**config.mk**
```make
export PLATFORM = sky130hd
export DESIGN_NAME = format_string_pointer_guard_core
export DESIGN_NICKNAME = d
export VERILOG_FILES = /design/src/sv/fspg_pkg.sv /design/src/sv/fspg_front.sv /design/src/sv/fspg_queue.sv /design/src/sv/fspg_back.sv /design/src/sv/format_string_pointer_guard_core.sv
export VERILOG_INCLUDE_DIRS = /design/src /design/src/sv
export SDC_FILE = /design/constraint.sdc
export NUM_CORES = 1
export LEC_CHECK = 0
export BUFFER_PORTS_ARGS = -buffer_cell sky130_fd_sc_hd__buf_2
export CAP_MARGIN = 20
export CORE_ASPECT_RATIO = 0.9
export CORE_UTILIZATION = 55
export CTS_BUF_LIST = sky130_fd_sc_hd__clkbuf_8
export CTS_CLUSTER_SIZE = 24
export DETAILED_ROUTE_END_ITERATION = 16
export GPL_TIMING_DRIVEN = 0
export PLACE_DENSITY = 0.75
export SLEW_MARGIN = 20
export SYNTH_ARGS = -nofsm -noshare
export SYNTH_HDL_FRONTEND = slang
export SYNTH_SLANG_ARGS = --single-unit
```
**constraint.sdc**
```tcl
create_clock -name clock -period 8.6 [get_ports clock]
set_input_delay 1.72 -clock clock [delete_from_list [all_inputs] [get_ports clock]]
set_output_delay 1.72 -clock clock [all_outputs]
set_load 0.02 [all_outputs]
```
**src/sv/assert_macros.svh**
```systemverilog
// Assertion helpers shared by the RTL; compiled out when SYNTH is set.
`ifndef ASSERT_MACROS_SVH
`define ASSERT_MACROS_SVH
`ifndef SYNTH
// Check that an expression holds at every clock edge out of reset.
`define CHK_ALWAYS(label, clk, rst, expr) \
   label: assert property (@(posedge clk) disable iff (rst) (expr)) \
      else $error("check failed");
// Check that a condition in one cycle is followed by a result in the next.
`define CHK_NEXT(label, clk, rst, ante, cons) \
   label: assert property (@(posedge clk) disable iff (rst) (ante) |=> (cons)) \
      else $error("check failed");
`else
`define CHK_ALWAYS(label, clk, rst, expr)
`define CHK_NEXT(label, clk, rst, ante, cons)
`endif
`endif

```
**src/sv/fspg_pkg.sv**
```systemverilog
package fspg_pkg;

   localparam int MAX_SLOTS_DEFAULT   = 255;
   localparam int QUEUE_DEPTH_DEFAULT = 2;
   localparam int CSR_INDEX_W         = 2;

   // Register indexes of the configuration port
   localparam logic [CSR_INDEX_W-1:0] CSR_GUEST_BASE = 2'd0;
   localparam logic [CSR_INDEX_W-1:0] CSR_GUEST_SIZE = 2'd1;

   // Format characters
   localparam logic [7:0] CH_NUL     = 8'h00;
   localparam logic [7:0] CH_PERCENT = 8'h25;
   localparam logic [7:0] CH_STAR    = 8'h2a;
   localparam logic [7:0] CH_DOT     = 8'h2e;

   typedef enum logic [3:0] {
      PH_LIT   = 4'd0,
      PH_PCT   = 4'd1,
      PH_FLAGS = 4'd2,
      PH_WDIG  = 4'd3,
      PH_PREC  = 4'd4,
      PH_DOT   = 4'd5,
      PH_PDIG  = 4'd6,
      PH_LEN   = 4'd7,
      PH_TYPE  = 4'd8,
      PH_PEXT  = 4'd9,
      PH_STOP  = 4'd10,
      PH_ENDED = 4'd11
   } phase_type;

   typedef struct packed {
      logic [7:0]  fmt_char;
      logic        is_last;
      logic [63:0] next_slot_value;
   } req_type;

   typedef struct packed {
      logic       takes_slot;
      logic [7:0] slot_index;
      logic       clear_slot;
      logic       parse_stopped;
      logic       slot_overflow;
   } rsp_type;

   // Classified request, queued between front and back
   typedef struct packed {
      logic        take;
      logic        check;
      logic [7:0]  idx;
      logic        stopped;
      logic        ovf;
      logic [63:0] ptr;
   } job_type;

   typedef struct packed {
      logic full;
      logic not_empty;
   } queue_status_type;

   typedef struct packed {
      phase_type phase;
      logic      take;
      logic      check;
   } step_type;

   function automatic logic is_digit(logic [7:0] c);
      return (c >= "0") && (c <= "9");
   endfunction

   function automatic logic is_alnum(logic [7:0] c);
      return is_digit(c) || ((c >= "a") && (c <= "z")) || ((c >= "A") && (c <= "Z"));
   endfunction

   function automatic logic is_flag(logic [7:0] c);
      return (c == "-") || (c == "+") || (c == " ") || (c == "#") || (c == "0");
   endfunction

   function automatic logic is_len(logic [7:0] c);
      return (c == "h") || (c == "l") || (c == "L") || (c == "z") || (c == "t");
   endfunction

   function automatic logic is_plain_type(logic [7:0] c);
      return (c == "c") || (c == "d") || (c == "i") || (c == "o") || (c == "u") ||
             (c == "x") || (c == "y") || (c == "X");
   endfunction

   function automatic step_type mk_step(phase_type ph, logic take, logic check);
      step_type s;
      s.phase = ph;
      s.take  = take;
      s.check = check;
      return s;
   endfunction

   // Each helper gives the outcome of a character entering at that phase
   function automatic step_type from_lit(logic [7:0] c);
      return (c == CH_PERCENT) ? mk_step(PH_PCT, 1'b0, 1'b0) : mk_step(PH_LIT, 1'b0, 1'b0);
   endfunction

   function automatic step_type from_type(logic [7:0] c);
      step_type s;
      if ((c == "s") || (c == "n")) begin
         s = mk_step(PH_LIT, 1'b1, 1'b1);
      end else if (c == "p") begin
         s = mk_step(PH_PEXT, 1'b1, 1'b1);
      end else if (is_plain_type(c)) begin
         s = mk_step(PH_LIT, 1'b1, 1'b0);
      end else begin
         s = mk_step(PH_STOP, 1'b0, 1'b0);
      end
      return s;
   endfunction

   function automatic step_type from_len(logic [7:0] c);
      return is_len(c) ? mk_step(PH_LEN, 1'b0, 1'b0) : from_type(c);
   endfunction

   function automatic step_type from_prec(logic [7:0] c);
      return (c == CH_DOT) ? mk_step(PH_DOT, 1'b0, 1'b0) : from_len(c);
   endfunction

   function automatic step_type from_flags(logic [7:0] c);
      step_type s;
      if (is_flag(c)) begin
         s = mk_step(PH_FLAGS, 1'b0, 1'b0);
      end else if (c == CH_STAR) begin
         s = mk_step(PH_PREC, 1'b1, 1'b0);
      end else if (is_digit(c)) begin
         s = mk_step(PH_WDIG, 1'b0, 1'b0);
      end else begin
         s = from_prec(c);
      end
      return s;
   endfunction

   function automatic step_type from_dot(logic [7:0] c);
      step_type s;
      if (c == CH_STAR) begin
         s = mk_step(PH_LEN, 1'b1, 1'b0);
      end else if (is_digit(c)) begin
         s = mk_step(PH_PDIG, 1'b0, 1'b0);
      end else begin
         s = from_len(c);
      end
      return s;
   endfunction

   // Next phase and slot use for one format character
   function automatic step_type parse_step(phase_type ph, logic [7:0] c);
      step_type s;
      if ((c == CH_NUL) && (ph != PH_STOP)) begin
         s = mk_step(PH_ENDED, 1'b0, 1'b0);
      end else begin
         case (ph)
            PH_LIT: begin
               s = from_lit(c);
            end
            PH_PCT: begin
               s = (c == CH_PERCENT) ? mk_step(PH_LIT, 1'b0, 1'b0) : from_flags(c);
            end
            PH_FLAGS: begin
               s = from_flags(c);
            end
            PH_WDIG: begin
               s = is_digit(c) ? mk_step(PH_WDIG, 1'b0, 1'b0) : from_prec(c);
            end
            PH_PREC: begin
               s = from_prec(c);
            end
            PH_DOT: begin
               s = from_dot(c);
            end
            PH_PDIG: begin
               s = is_digit(c) ? mk_step(PH_PDIG, 1'b0, 1'b0) : from_len(c);
            end
            PH_LEN: begin
               s = from_len(c);
            end
            PH_TYPE: begin
               s = from_type(c);
            end
            PH_PEXT: begin
               s = is_alnum(c) ? mk_step(PH_PEXT, 1'b0, 1'b0) : from_lit(c);
            end
            PH_STOP: begin
               s = mk_step(PH_STOP, 1'b0, 1'b0);
            end
            PH_ENDED: begin
               s = mk_step(PH_ENDED, 1'b0, 1'b0);
            end
            default: begin
               s = from_lit(c);
            end
         endcase
      end
      return s;
   endfunction

endpackage

```
**src/sv/fspg_front.sv**
```systemverilog
`include "assert_macros.svh"

module fspg_front
   import fspg_pkg::*;
#(
   parameter int MAX_SLOTS = MAX_SLOTS_DEFAULT
) (
   input  logic    clock,
   input  logic    reset,
   input  logic    req_valid,
   input  logic    req_stall,
   input  req_type req_data,
   output logic    push,
   output job_type push_data
);

   localparam int CNT_W = $clog2(MAX_SLOTS + 1);
   localparam logic [CNT_W-1:0] CNT_MAX = CNT_W'(MAX_SLOTS);

   phase_type        phase_ff, phase_in;
   logic [CNT_W-1:0] count_ff, count_in;
   step_type         step;
   logic             sat;
   logic [CNT_W+7:0] idx_wide;

   // Classify the character against the current phase
   always_comb begin
      push     = req_valid && !req_stall;
      step     = parse_step(phase_ff, req_data.fmt_char);
      sat      = count_ff >= CNT_MAX;
      idx_wide = {8'b0, count_ff};

      push_data.take    = step.take;
      push_data.check   = step.take && step.check;
      push_data.idx     = step.take ? idx_wide[7:0] : 8'b0;
      push_data.stopped = step.phase == PH_STOP;
      push_data.ovf     = step.take && sat;
      push_data.ptr     = req_data.next_slot_value;
   end

   // Advance phase and slot count; the end mark starts a new string
   always_comb begin
      phase_in = phase_ff;
      count_in = count_ff;
      if (push) begin
         if (req_data.is_last) begin
            phase_in = PH_LIT;
            count_in = '0;
         end else begin
            phase_in = step.phase;
            if (step.take && !sat) begin
               count_in = count_ff + 1'b1;
            end
         end
      end
   end

   always_ff @(posedge clock) begin
      if (reset) begin
         phase_ff <= PH_LIT;
         count_ff <= '0;
      end else begin
         phase_ff <= phase_in;
         count_ff <= count_in;
      end
   end

   `CHK_ALWAYS(a_count_bound, clock, reset, count_ff <= CNT_MAX)
   `CHK_NEXT(a_last_clears, clock, reset, push && req_data.is_last, (phase_ff == PH_LIT) && (count_ff == '0))

endmodule

```
**src/sv/fspg_queue.sv**
```systemverilog
`include "assert_macros.svh"

module fspg_queue
   import fspg_pkg::*;
#(
   parameter int DEPTH = QUEUE_DEPTH_DEFAULT
) (
   input  logic             clock,
   input  logic             reset,
   input  logic             push,
   input  job_type          push_data,
   input  logic             pop,
   output job_type          pop_data,
   output queue_status_type status
);

   localparam int PTR_W = (DEPTH > 1) ? $clog2(DEPTH) : 1;
   localparam int CNT_W = $clog2(DEPTH + 1);
   localparam logic [PTR_W-1:0] PTR_LAST = PTR_W'(DEPTH - 1);
   localparam logic [CNT_W-1:0] CNT_FULL = CNT_W'(DEPTH);

   job_type          entry_ff [DEPTH];
   logic [PTR_W-1:0] wr_ptr_ff, wr_ptr_in;
   logic [PTR_W-1:0] rd_ptr_ff, rd_ptr_in;
   logic [CNT_W-1:0] count_ff, count_in;

   always_comb begin
      status.full      = count_ff == CNT_FULL;
      status.not_empty = count_ff != '0;
      pop_data         = entry_ff[rd_ptr_ff];
   end

   // Advance pointers and fill count
   always_comb begin
      wr_ptr_in = wr_ptr_ff;
      rd_ptr_in = rd_ptr_ff;
      count_in  = count_ff;
      if (push) begin
         wr_ptr_in = (wr_ptr_ff == PTR_LAST) ? '0 : wr_ptr_ff + 1'b1;
      end
      if (pop) begin
         rd_ptr_in = (rd_ptr_ff == PTR_LAST) ? '0 : rd_ptr_ff + 1'b1;
      end
      if (push && !pop) begin
         count_in = count_ff + 1'b1;
      end else if (pop && !push) begin
         count_in = count_ff - 1'b1;
      end
   end

   always_ff @(posedge clock) begin
      if (reset) begin
         wr_ptr_ff <= '0;
         rd_ptr_ff <= '0;
         count_ff  <= '0;
      end else begin
         wr_ptr_ff <= wr_ptr_in;
         rd_ptr_ff <= rd_ptr_in;
         count_ff  <= count_in;
      end
   end

   // Store the pushed request
   always_ff @(posedge clock) begin
      if (push) begin
         entry_ff[wr_ptr_ff] <= push_data;
      end
   end

   `CHK_ALWAYS(a_no_overrun, clock, reset, !(push && status.full && !pop) && !(pop && !status.not_empty))
   `CHK_NEXT(a_drain_count, clock, reset, pop && !push, count_ff == $past(count_ff) - 1'b1)

endmodule

```
**src/sv/fspg_back.sv**
```systemverilog
`include "assert_macros.svh"

module fspg_back
   import fspg_pkg::*;
(
   input  logic                   clock,
   input  logic                   reset,
   input  logic                   csr_valid,
   input  logic                   csr_ready,
   input  logic [CSR_INDEX_W-1:0] csr_index,
   input  logic [63:0]            csr_wdata,
   input  job_type                pop_data,
   input  queue_status_type       q_status,
   output logic                   pop,
   output logic                   rsp_valid,
   input  logic                   rsp_stall,
   output rsp_type                rsp_data
);

   logic [63:0] guest_base_ff;
   logic [63:0] guest_size_ff;
   logic [63:0] offset;
   logic        clear;
   logic        rsp_valid_ff, rsp_valid_in;
   rsp_type     rsp_data_ff, rsp_data_in;

   // Write the guest window registers
   always_ff @(posedge clock) begin
      if (reset) begin
         guest_base_ff <= '0;
         guest_size_ff <= '0;
      end else if (csr_valid && csr_ready) begin
         case (csr_index)
            CSR_GUEST_BASE: guest_base_ff <= csr_wdata;
            CSR_GUEST_SIZE: guest_size_ff <= csr_wdata;
            default: begin
            end
         endcase
      end
   end

   // Check the pointer against the guest window and load the output register
   always_comb begin
      pop    = q_status.not_empty && (!rsp_valid_ff || !rsp_stall);
      offset = pop_data.ptr - guest_base_ff;
      clear  = pop_data.check && (pop_data.ptr != '0) && (offset >= guest_size_ff);

      rsp_data_in.takes_slot    = pop_data.take;
      rsp_data_in.slot_index    = pop_data.idx;
      rsp_data_in.clear_slot    = clear;
      rsp_data_in.parse_stopped = pop_data.stopped;
      rsp_data_in.slot_overflow = pop_data.ovf;

      rsp_valid_in = pop || (rsp_valid_ff && rsp_stall);
   end

   always_ff @(posedge clock) begin
      if (reset) begin
         rsp_valid_ff <= 1'b0;
      end else begin
         rsp_valid_ff <= rsp_valid_in;
      end
   end

   always_ff @(posedge clock) begin
      if (pop) begin
         rsp_data_ff <= rsp_data_in;
      end
   end

   assign rsp_valid = rsp_valid_ff;
   assign rsp_data  = rsp_data_ff;

   `CHK_ALWAYS(a_idle_fields, clock, reset, !rsp_valid_ff || rsp_data_ff.takes_slot || (!rsp_data_ff.clear_slot && !rsp_data_ff.slot_overflow && (rsp_data_ff.slot_index == 8'd0)))

endmodule

```
**src/sv/format_string_pointer_guard_core.sv**
```systemverilog
// Format string pointer guard.
// Each request carries one format character, an end-of-string mark and the
// contents of the next unconsumed argument slot. Each request yields exactly
// one response: whether the character takes a slot, the slot number, whether
// a non-null %s, %p or %n pointer falls outside the guest window, a
// halted-parse flag and a slot counter overflow flag. The front classifies
// one accepted character per cycle against the conversion phase; a queue of
// QUEUE_DEPTH entries feeds the back, which does the 64-bit window compare
// and holds the response in an output register. A request passes through
// the queue into that register. Throughput: one request per cycle while
// req_stall is low, set by the phase update in the front. The guest window
// is set through the csr_ port, always ready; the user must do so only while
// no request is in flight, as the block does not enforce it. Reset clears
// the phase, slot counter, queue pointers and count, response valid flag
// and window registers. When rsp_stall holds, the response stays and the
// queue fills; req_stall rises once the queue is full.
module format_string_pointer_guard_core
   import fspg_pkg::*;
#(
   parameter int MAX_SLOTS   = MAX_SLOTS_DEFAULT,
   parameter int QUEUE_DEPTH = QUEUE_DEPTH_DEFAULT
) (
   input  logic                   clock,
   input  logic                   reset,
   input  logic                   req_valid,
   output logic                   req_stall,
   input  req_type                req_data,
   output logic                   rsp_valid,
   input  logic                   rsp_stall,
   output rsp_type                rsp_data,
   input  logic                   csr_valid,
   output logic                   csr_ready,
   input  logic [CSR_INDEX_W-1:0] csr_index,
   input  logic [63:0]            csr_wdata
);

   logic             push;
   logic             pop;
   job_type          push_data;
   job_type          pop_data;
   queue_status_type q_status;

   // Stall requests only when the queue has no room
   assign req_stall = q_status.full;
   assign csr_ready = 1'b1;

   fspg_front #(
      .MAX_SLOTS(MAX_SLOTS)
   ) u_front (
      .clock    (clock),
      .reset    (reset),
      .req_valid(req_valid),
      .req_stall(req_stall),
      .req_data (req_data),
      .push     (push),
      .push_data(push_data)
   );

   fspg_queue #(
      .DEPTH(QUEUE_DEPTH)
   ) u_queue (
      .clock    (clock),
      .reset    (reset),
      .push     (push),
      .push_data(push_data),
      .pop      (pop),
      .pop_data (pop_data),
      .status   (q_status)
   );

   fspg_back u_back (
      .clock    (clock),
      .reset    (reset),
      .csr_valid(csr_valid),
      .csr_ready(csr_ready),
      .csr_index(csr_index),
      .csr_wdata(csr_wdata),
      .pop_data (pop_data),
      .q_status (q_status),
      .pop      (pop),
      .rsp_valid(rsp_valid),
      .rsp_stall(rsp_stall),
      .rsp_data (rsp_data)
   );

endmodule
```
==> results of run 1 <==
-- path summary, 6_finish.rpt --
check | startpoint | endpoint | cells past startpoint
worst min-delay path | u_back.guest_base_ff[7] | u_back.guest_base_ff[7] | 2
worst min register to register | u_back.guest_base_ff[7] | u_back.guest_base_ff[7] | 2
worst max register to register | flip-flop | u_back.rsp_data[2] | 24
worst max-delay path | flip-flop | u_back.rsp_data[2] | 24
-- state kept, by name, summed over array words and instances (netlist names), 2 cells and up, named ones only --
signal / flops
u_queue.entry_ff: 152
u_back.guest_base_ff: 64
u_queue.count_ff: 2
u_back.rsp_data: 12
u_front.phase_ff: 4
u_back.guest_size_ff: 64
u_front.count_ff: 8
-- placed cells by master, fill, tap and decap left out, types with 21 or more instances in the layout --
| cell type | Yosys | routed |
|---|---|---|
| inv_1 | 161 | 178 |
| edfxtp_1 | 164 | 164 |
| clkbuf_8 | 0 | 62 |
| dfxtp_1 | 146 | 146 |
| buf_2 | 10 | 166 |
| nor2_1 | 85 | 84 |
| xnor2_1 | 38 | 38 |
| o21ai_0 | 55 | 55 |
| ha_1 | 129 | 129 |
| clkbuf_1 | 59 | 59 |
| mux2_2 | 73 | 73 |
| a21oi_1 | 236 | 236 |
| a21o_1 | 47 | 47 |
| nor4_1 | 21 | 21 |
| nand4_1 | 30 | 30 |
| xor2_1 | 22 | 22 |
| nand2_1 | 344 | 344 |
-- final cells by class --
cell class | count | area [µm²] | share of cell area [%]
inverter | 162 | 608 | 3.04
antenna | 2 | 5.00 | 0.0250
multi-input combinational | 1352 | 8740 | 43.7
clock buffer | 62 | 853 | 4.27
clock inverter | 30 | 190 | 0.951
timing repair buffer | 162 | 931 | 4.66
tap | 409 | 512 | 2.56
buffer | 78 | 310 | 1.55
sequential | 310 | 7850 | 39.2
-- metrics by stage --
stage	setup slack, ns	utilization [%]	area, µm²	instances
after floorplan	3.00	-	17500	1903
after global placement	0.567	60.5	18800	2468
after detailed placement	0.476	61.0	19000	2474
after CTS	0.399	64.4	20000	2566
after global routing	0.338	64.4	20000	2566
final	0.959	64.4	20000	2567
-- logic make-up (layout without fill, tap and decap cells) --
kind of cell | count (synthesis) | after routing | synth area share (%)
AOI/OAI and AO/OA | 476 | 476 | 16.8
xor gates and xnor gates | 60 | 60 | 3.00
adders and majority gates | 130 | 130 | 9.34
buffers and inverters | 241 | 494 | 5.26
DFF | 310 | 310 | 44.9
muxes | 82 | 82 | 5.21
other | 1 | 3 | 0.0214
and+or+nand+nor | 603 | 603 | 15.5
-- repair_timing --
action,4_1_cts,5_1_grt
setup endpoints to repair,0,1
buffers inserted,0,0
resized for setup,0,0
hold buffers,0,0
-- per-layer routing --
layer / GRT usage, % / up-vias / wire (µm)
met5: 0 / - / 0
met2: 47.0 / 529 / 21700
li1: - / 7181 / -
met3: 3.96 / 78 / 3190
met4: 9.36 / 0 / 1370
met1: 41.6 / 7050 / 22100
-- power breakdown --
part / total [mW] / leakage [nW] / internal (mW) / switching, mW
Combinational: 2.90 / 4.28 / 1.19 / 1.70
Clock: 1.31 / 0.594 / 0.711 / 0.599
Sequential: 1.81 / 2.73 / 1.76 / 0.0522
-- critical path, stage by stage (launching register included) --
cell	delay, ns
dfxtp_1	0.42
buf_2	0.57
buf_1	0.72
mux2i_1	0.54
inv_1	0.10
ha_1	0.38
nand2_1	0.08
o21ai_0	0.31
o21ai_0	0.13
o2111ai_1	0.36
nand2_1	0.34
o41ai_2	0.66
a21oi_1	0.26
o21ai_0	0.28
xnor2_1	0.13
ha_1	0.20
a21o_1	0.18
a21o_1	0.17
a21oi_1	0.15
nor2b_1	0.05
o21ai_0	0.27
o211a_1	0.22
o21bai_1	0.15
a2111oi_0	0.51
nor3_1	0.15
==> out/results.tsv, run 1 <==
metric	value	unit
synth_top_area_cell	edfxtp_1	
dp_hpwl	37200	µm
status	completed	
yosysMostFrequentCell	nand2_1	
yosysWarnings	0	
wl	48300	µm
grtUsageTotal	29.5	%
setup.worst_path.start_class	flip-flop	
route.antenna.remaining_nets	0	
numPortBuffers	156	
crit_path_end_kind	flip-flop	
cts_tree	yes	
hold_slack	0.455	ns
ys_ff_latch	310	
cts_root_buf	clkbuf_8	
worst_slew_pin_slew	0.952	ns
syn_nets	2177	
ioPinCount	159	
grt_max_degree	33	
skew	0.0288	ns
synthFlopType	edfxtp_1	
irDropWorstVdd	0.166	mV
final_net_count	2389	
grt_pass1_wl	74600	µm
synth_area	0.0175	mm²
antenna_found_initial	2	
synth_top_area_share	28.1	%
globalplace.congestion	0.969	
fill_cells	2592	
power	6.02	mW
setup_viol	0	
hold_viol_final	0	
area_delta_synth_final	14.3	%
dieHeight	171	µm
drive_gt1_share	15.4	%
synthTopCellsByArea	edfxtp_1 28%, dfxtp_1 17%, ha_1 9.2%, nand2_1 7.4%, a21oi_1 6.8%	
dieWidth	190	µm
fmax	131	MHz
dieArea	0.0325	mm²
fin_crit_sh	88.8	%
p_leak	7.60	nW
drt_iter0_markers	1175	
detail_route.wl_per_cell	18.8	µm
syn_avg_cell_area	9.19	µm²
slew_headroom	36.5	%
critPathRequiredTime	8.91	ns
cts_buffers	49	
firstDrtPassIters	6	
clk_pin_slew	0.07	ns
slew_viol_final	0	
powerDensity	301	mW/mm²
cts_sinks	310	
htree_levels	2	
globalRouteOverflowTotal	0	
synth_edf_count	164	
cp_max_fo	19	
yosysSeqAreaShare	44.9	%
drv_cap	0	
start_util	56.3	%
hold_path_class	reg -> reg	
rsz0062_at_grt	false	
core_area	0.0311	mm²
period_minus_slack	7.64	ns
rows	61	
synthTopCellsByCount	344 x nand2_1, 236 x a21oi_1, 164 x edfxtp_1	
vias	14800	
synth.distinct_cells	76	
ys_async_sr_fraction	0	%
clock_latency	0.61	ns
setup_tns	0	ns
max-clock-path-buffers	3	
reg2reg_setup_slack	0.96	ns
crit_type	reg -> reg	
via_per_inst	5.78	
syn_inst	1903	
route.detailed.drc	0	
grt_pass1_vias	14100	
critical_path_arrival	7.95	ns
Power figures use the tool's default switching activity.
==> run 2, diff against run 1 <==
--- a/config.mk
+++ b/config.mk
@@ -13,7 +13,6 @@
 export CTS_BUF_LIST = sky130_fd_sc_hd__clkbuf_8
 export CTS_CLUSTER_SIZE = 24
 export DETAILED_ROUTE_END_ITERATION = 16
-export GPL_TIMING_DRIVEN = 0
 export PLACE_DENSITY = 0.75
 export SLEW_MARGIN = 20
 export SYNTH_ARGS = -nofsm -noshare
==> out/results.tsv, run 2 (same netlist as run 1, synthesis figures left out) <==
metric	value	unit
drv_cap	0	
hold_viol_final	0	
critical_path_arrival	6.67	ns
hold_buffers	0	
hold_path_class	reg -> reg	
start_util	56.3	%
dieWidth	190	µm
core_area	0.0311	mm²
cts_sinks	310	
layout.cells.non_filler	2492	
rsz0062_at_grt	false	
reg_top3	u_queue.entry_ff (152), u_back.guest_base_ff (64), u_back.guest_size_ff (64)	
slew_headroom	35.5	%
final_core_util	63.2	%
largest_reg_flops	152	
wl	44900	µm
grt_max_degree	86	
final_net_count	2313	
cts-resized-gates	0	
cpMaxStageDelayCell	dfxtp_4	
period_minus_slack	6.23	ns
critPathRequiredTime	9.03	ns
setup.worst_path.start_class	flip-flop	
cts_setup_buffers	0	
numPortBuffers	157	
crit_top_cell	nand2_1	
crit_type	reg -> reg	
firstDrtPassIters	5	
drt_iter0_markers	1166	
grt_pass1_wl	70700	µm
drive_gt1_share	15.8	%
skew	0.0177	ns
path_cells	mux2i_1 -> ha_1 -> inv_1 -> fa_1 -> a211oi_1 -> nor3_1 -> nor4_1 -> o2111ai_1 -> nand2_1 -> o21ai_0 -> a21boi_0 -> o21bai_1 -> xnor2_1 -> ha_1 -> nand2_1 -> or3_1 -> nor4_1 -> nand2_1 -> inv_1 -> nand2_1 -> o21ai_0 -> a2111oi_0 -> nor3_1	
antenna_found_initial	4	
slew_viol_final	0	
setup_tns	0	ns
grt_pass1_vias	13800	
irDropWorstVdd	0.352	mV
place_area	0.0186	mm²
crit_path_end_kind	flip-flop	
route.antenna.remaining_nets	0	
dp_slack	2.32	ns
grtUsageTotal	27.5	%
layout_commonest_cell	nand2_1	
fill_cells	2660	
max-clock-path-buffers	3	
top_register	u_queue.entry_ff	
vias	14400	
dieHeight	171	µm
dp_cells	2397	
route.detailed.drc	0	
cts_buffers	49	
status	completed	
fin_crit_sh	72.5	%
final_cell_area	0.0196	mm²
clock_latency	0.59	ns
ioPinCount	159	
worst_slack	2.37	ns
dieArea	0.0325	mm²
clk_pin_slew	0.06	ns
via_per_inst	5.77	
worst_slew_pin_slew	0.959	ns
fmax	160	MHz
rows	61	
htree_levels	2	
cp_max_fo	59	
cts_tree	yes	
cts_root_buf	clkbuf_8	
globalRouteOverflowTotal	0	
final_cell_mix	344 x nand2_1, 236 x a21oi_1, 177 x inv_1, 164 x edfxtp_1, 156 x buf_2	
p_leak	7.46	nW
setup_viol	0	
detail_route.wl_per_cell	18.0	µm
area_delta_synth_final	12.3	%
powerDensity	302	mW/mm²
globalplace.congestion	0.926	
dp_hpwl	32600	µm
cpPeakStageDelay	0.94	ns
[run 2: cell types whose count changed in the layout (fill, tap and decap cells not counted), moves of 3 or more]
cell,delta
clkbuf_1,-59
buf_2,-10
buf_1,-7
clkbuf_8,-6
buf_4,+5
buf_16,-4
bufinv_16,+3
inv_6,+3
[run 2: final timing paths]
path	cells after the start	slack (ns)	end	start
setup / recovery	23	2.37	u_back.rsp_data[2]	flip-flop
hold / removal	2	0.45	u_back.guest_base_ff[60]	u_back.guest_base_ff[60]
setup reg to reg	23	2.37	u_back.rsp_data[2]	flip-flop
hold reg to reg	2	0.45	u_back.guest_base_ff[60]	u_back.guest_base_ff[60]
[run 2: critical path: cells and delay by family (launching register included)]
| family | cells | cell delay (ns) |
|---|---|---|
| AO/OA/AOI/OAI | 7 | 1.62 |
| XOR/XNOR | 1 | 0.15 |
| adder cells (fa/ha/maj) | 3 | 0.90 |
| buffers and inverters | 2 | 0.15 |
| flip-flops | 1 | 0.94 |
| multiplexers | 1 | 0.31 |
| AND/OR/NAND/NOR | 9 | 2.00 |
[run 2: stage by stage]
stage | hold slack (ns) | power (mW)
2_1_floorplan | 0.436 | 3.90
3_3_place_gp | 0.443 | 4.53
3_5_place_dp | 0.447 | 4.59
4_1_cts | 0.455 | 5.96
5_1_grt | 0.471 | 6.36
6_report | 0.452 | 5.94
[run 2: area by class of cell]
type / instances / area, µm² / area share (%)
Multi-Input combinational cell: 1352 / 8750 / 44.5
Sequential cell: 310 / 7850 / 40.0
Timing Repair Buffer: 164 / 848 / 4.32
Clock buffer: 56 / 771 / 3.92
Inverter: 162 / 608 / 3.10
Tap cell: 409 / 512 / 2.60
Clock inverter: 35 / 297 / 1.51
Antenna cell: 4 / 10.0 / 0.0510
[run 2: where the power goes]
group	total, mW	switching (mW)	internal, mW	leakage (nW)
registers	1.86	0.102	1.76	2.73
clock network	1.35	0.598	0.752	0.599
logic	2.73	1.57	1.15	4.13
total	5.94	2.27	3.67	7.46
[run 2: metal layers]
metal | vias to the layer above | track usage, % | share of wire [%]
met4 | 0 | 9.78 | 2.6
met5 | - | 0 | 0
li1 | 7020 | - | -
met2 | 472 | 43.4 | 45
met3 | 75 | 4.37 | 6.5
met1 | 6812 | 38.2 | 46
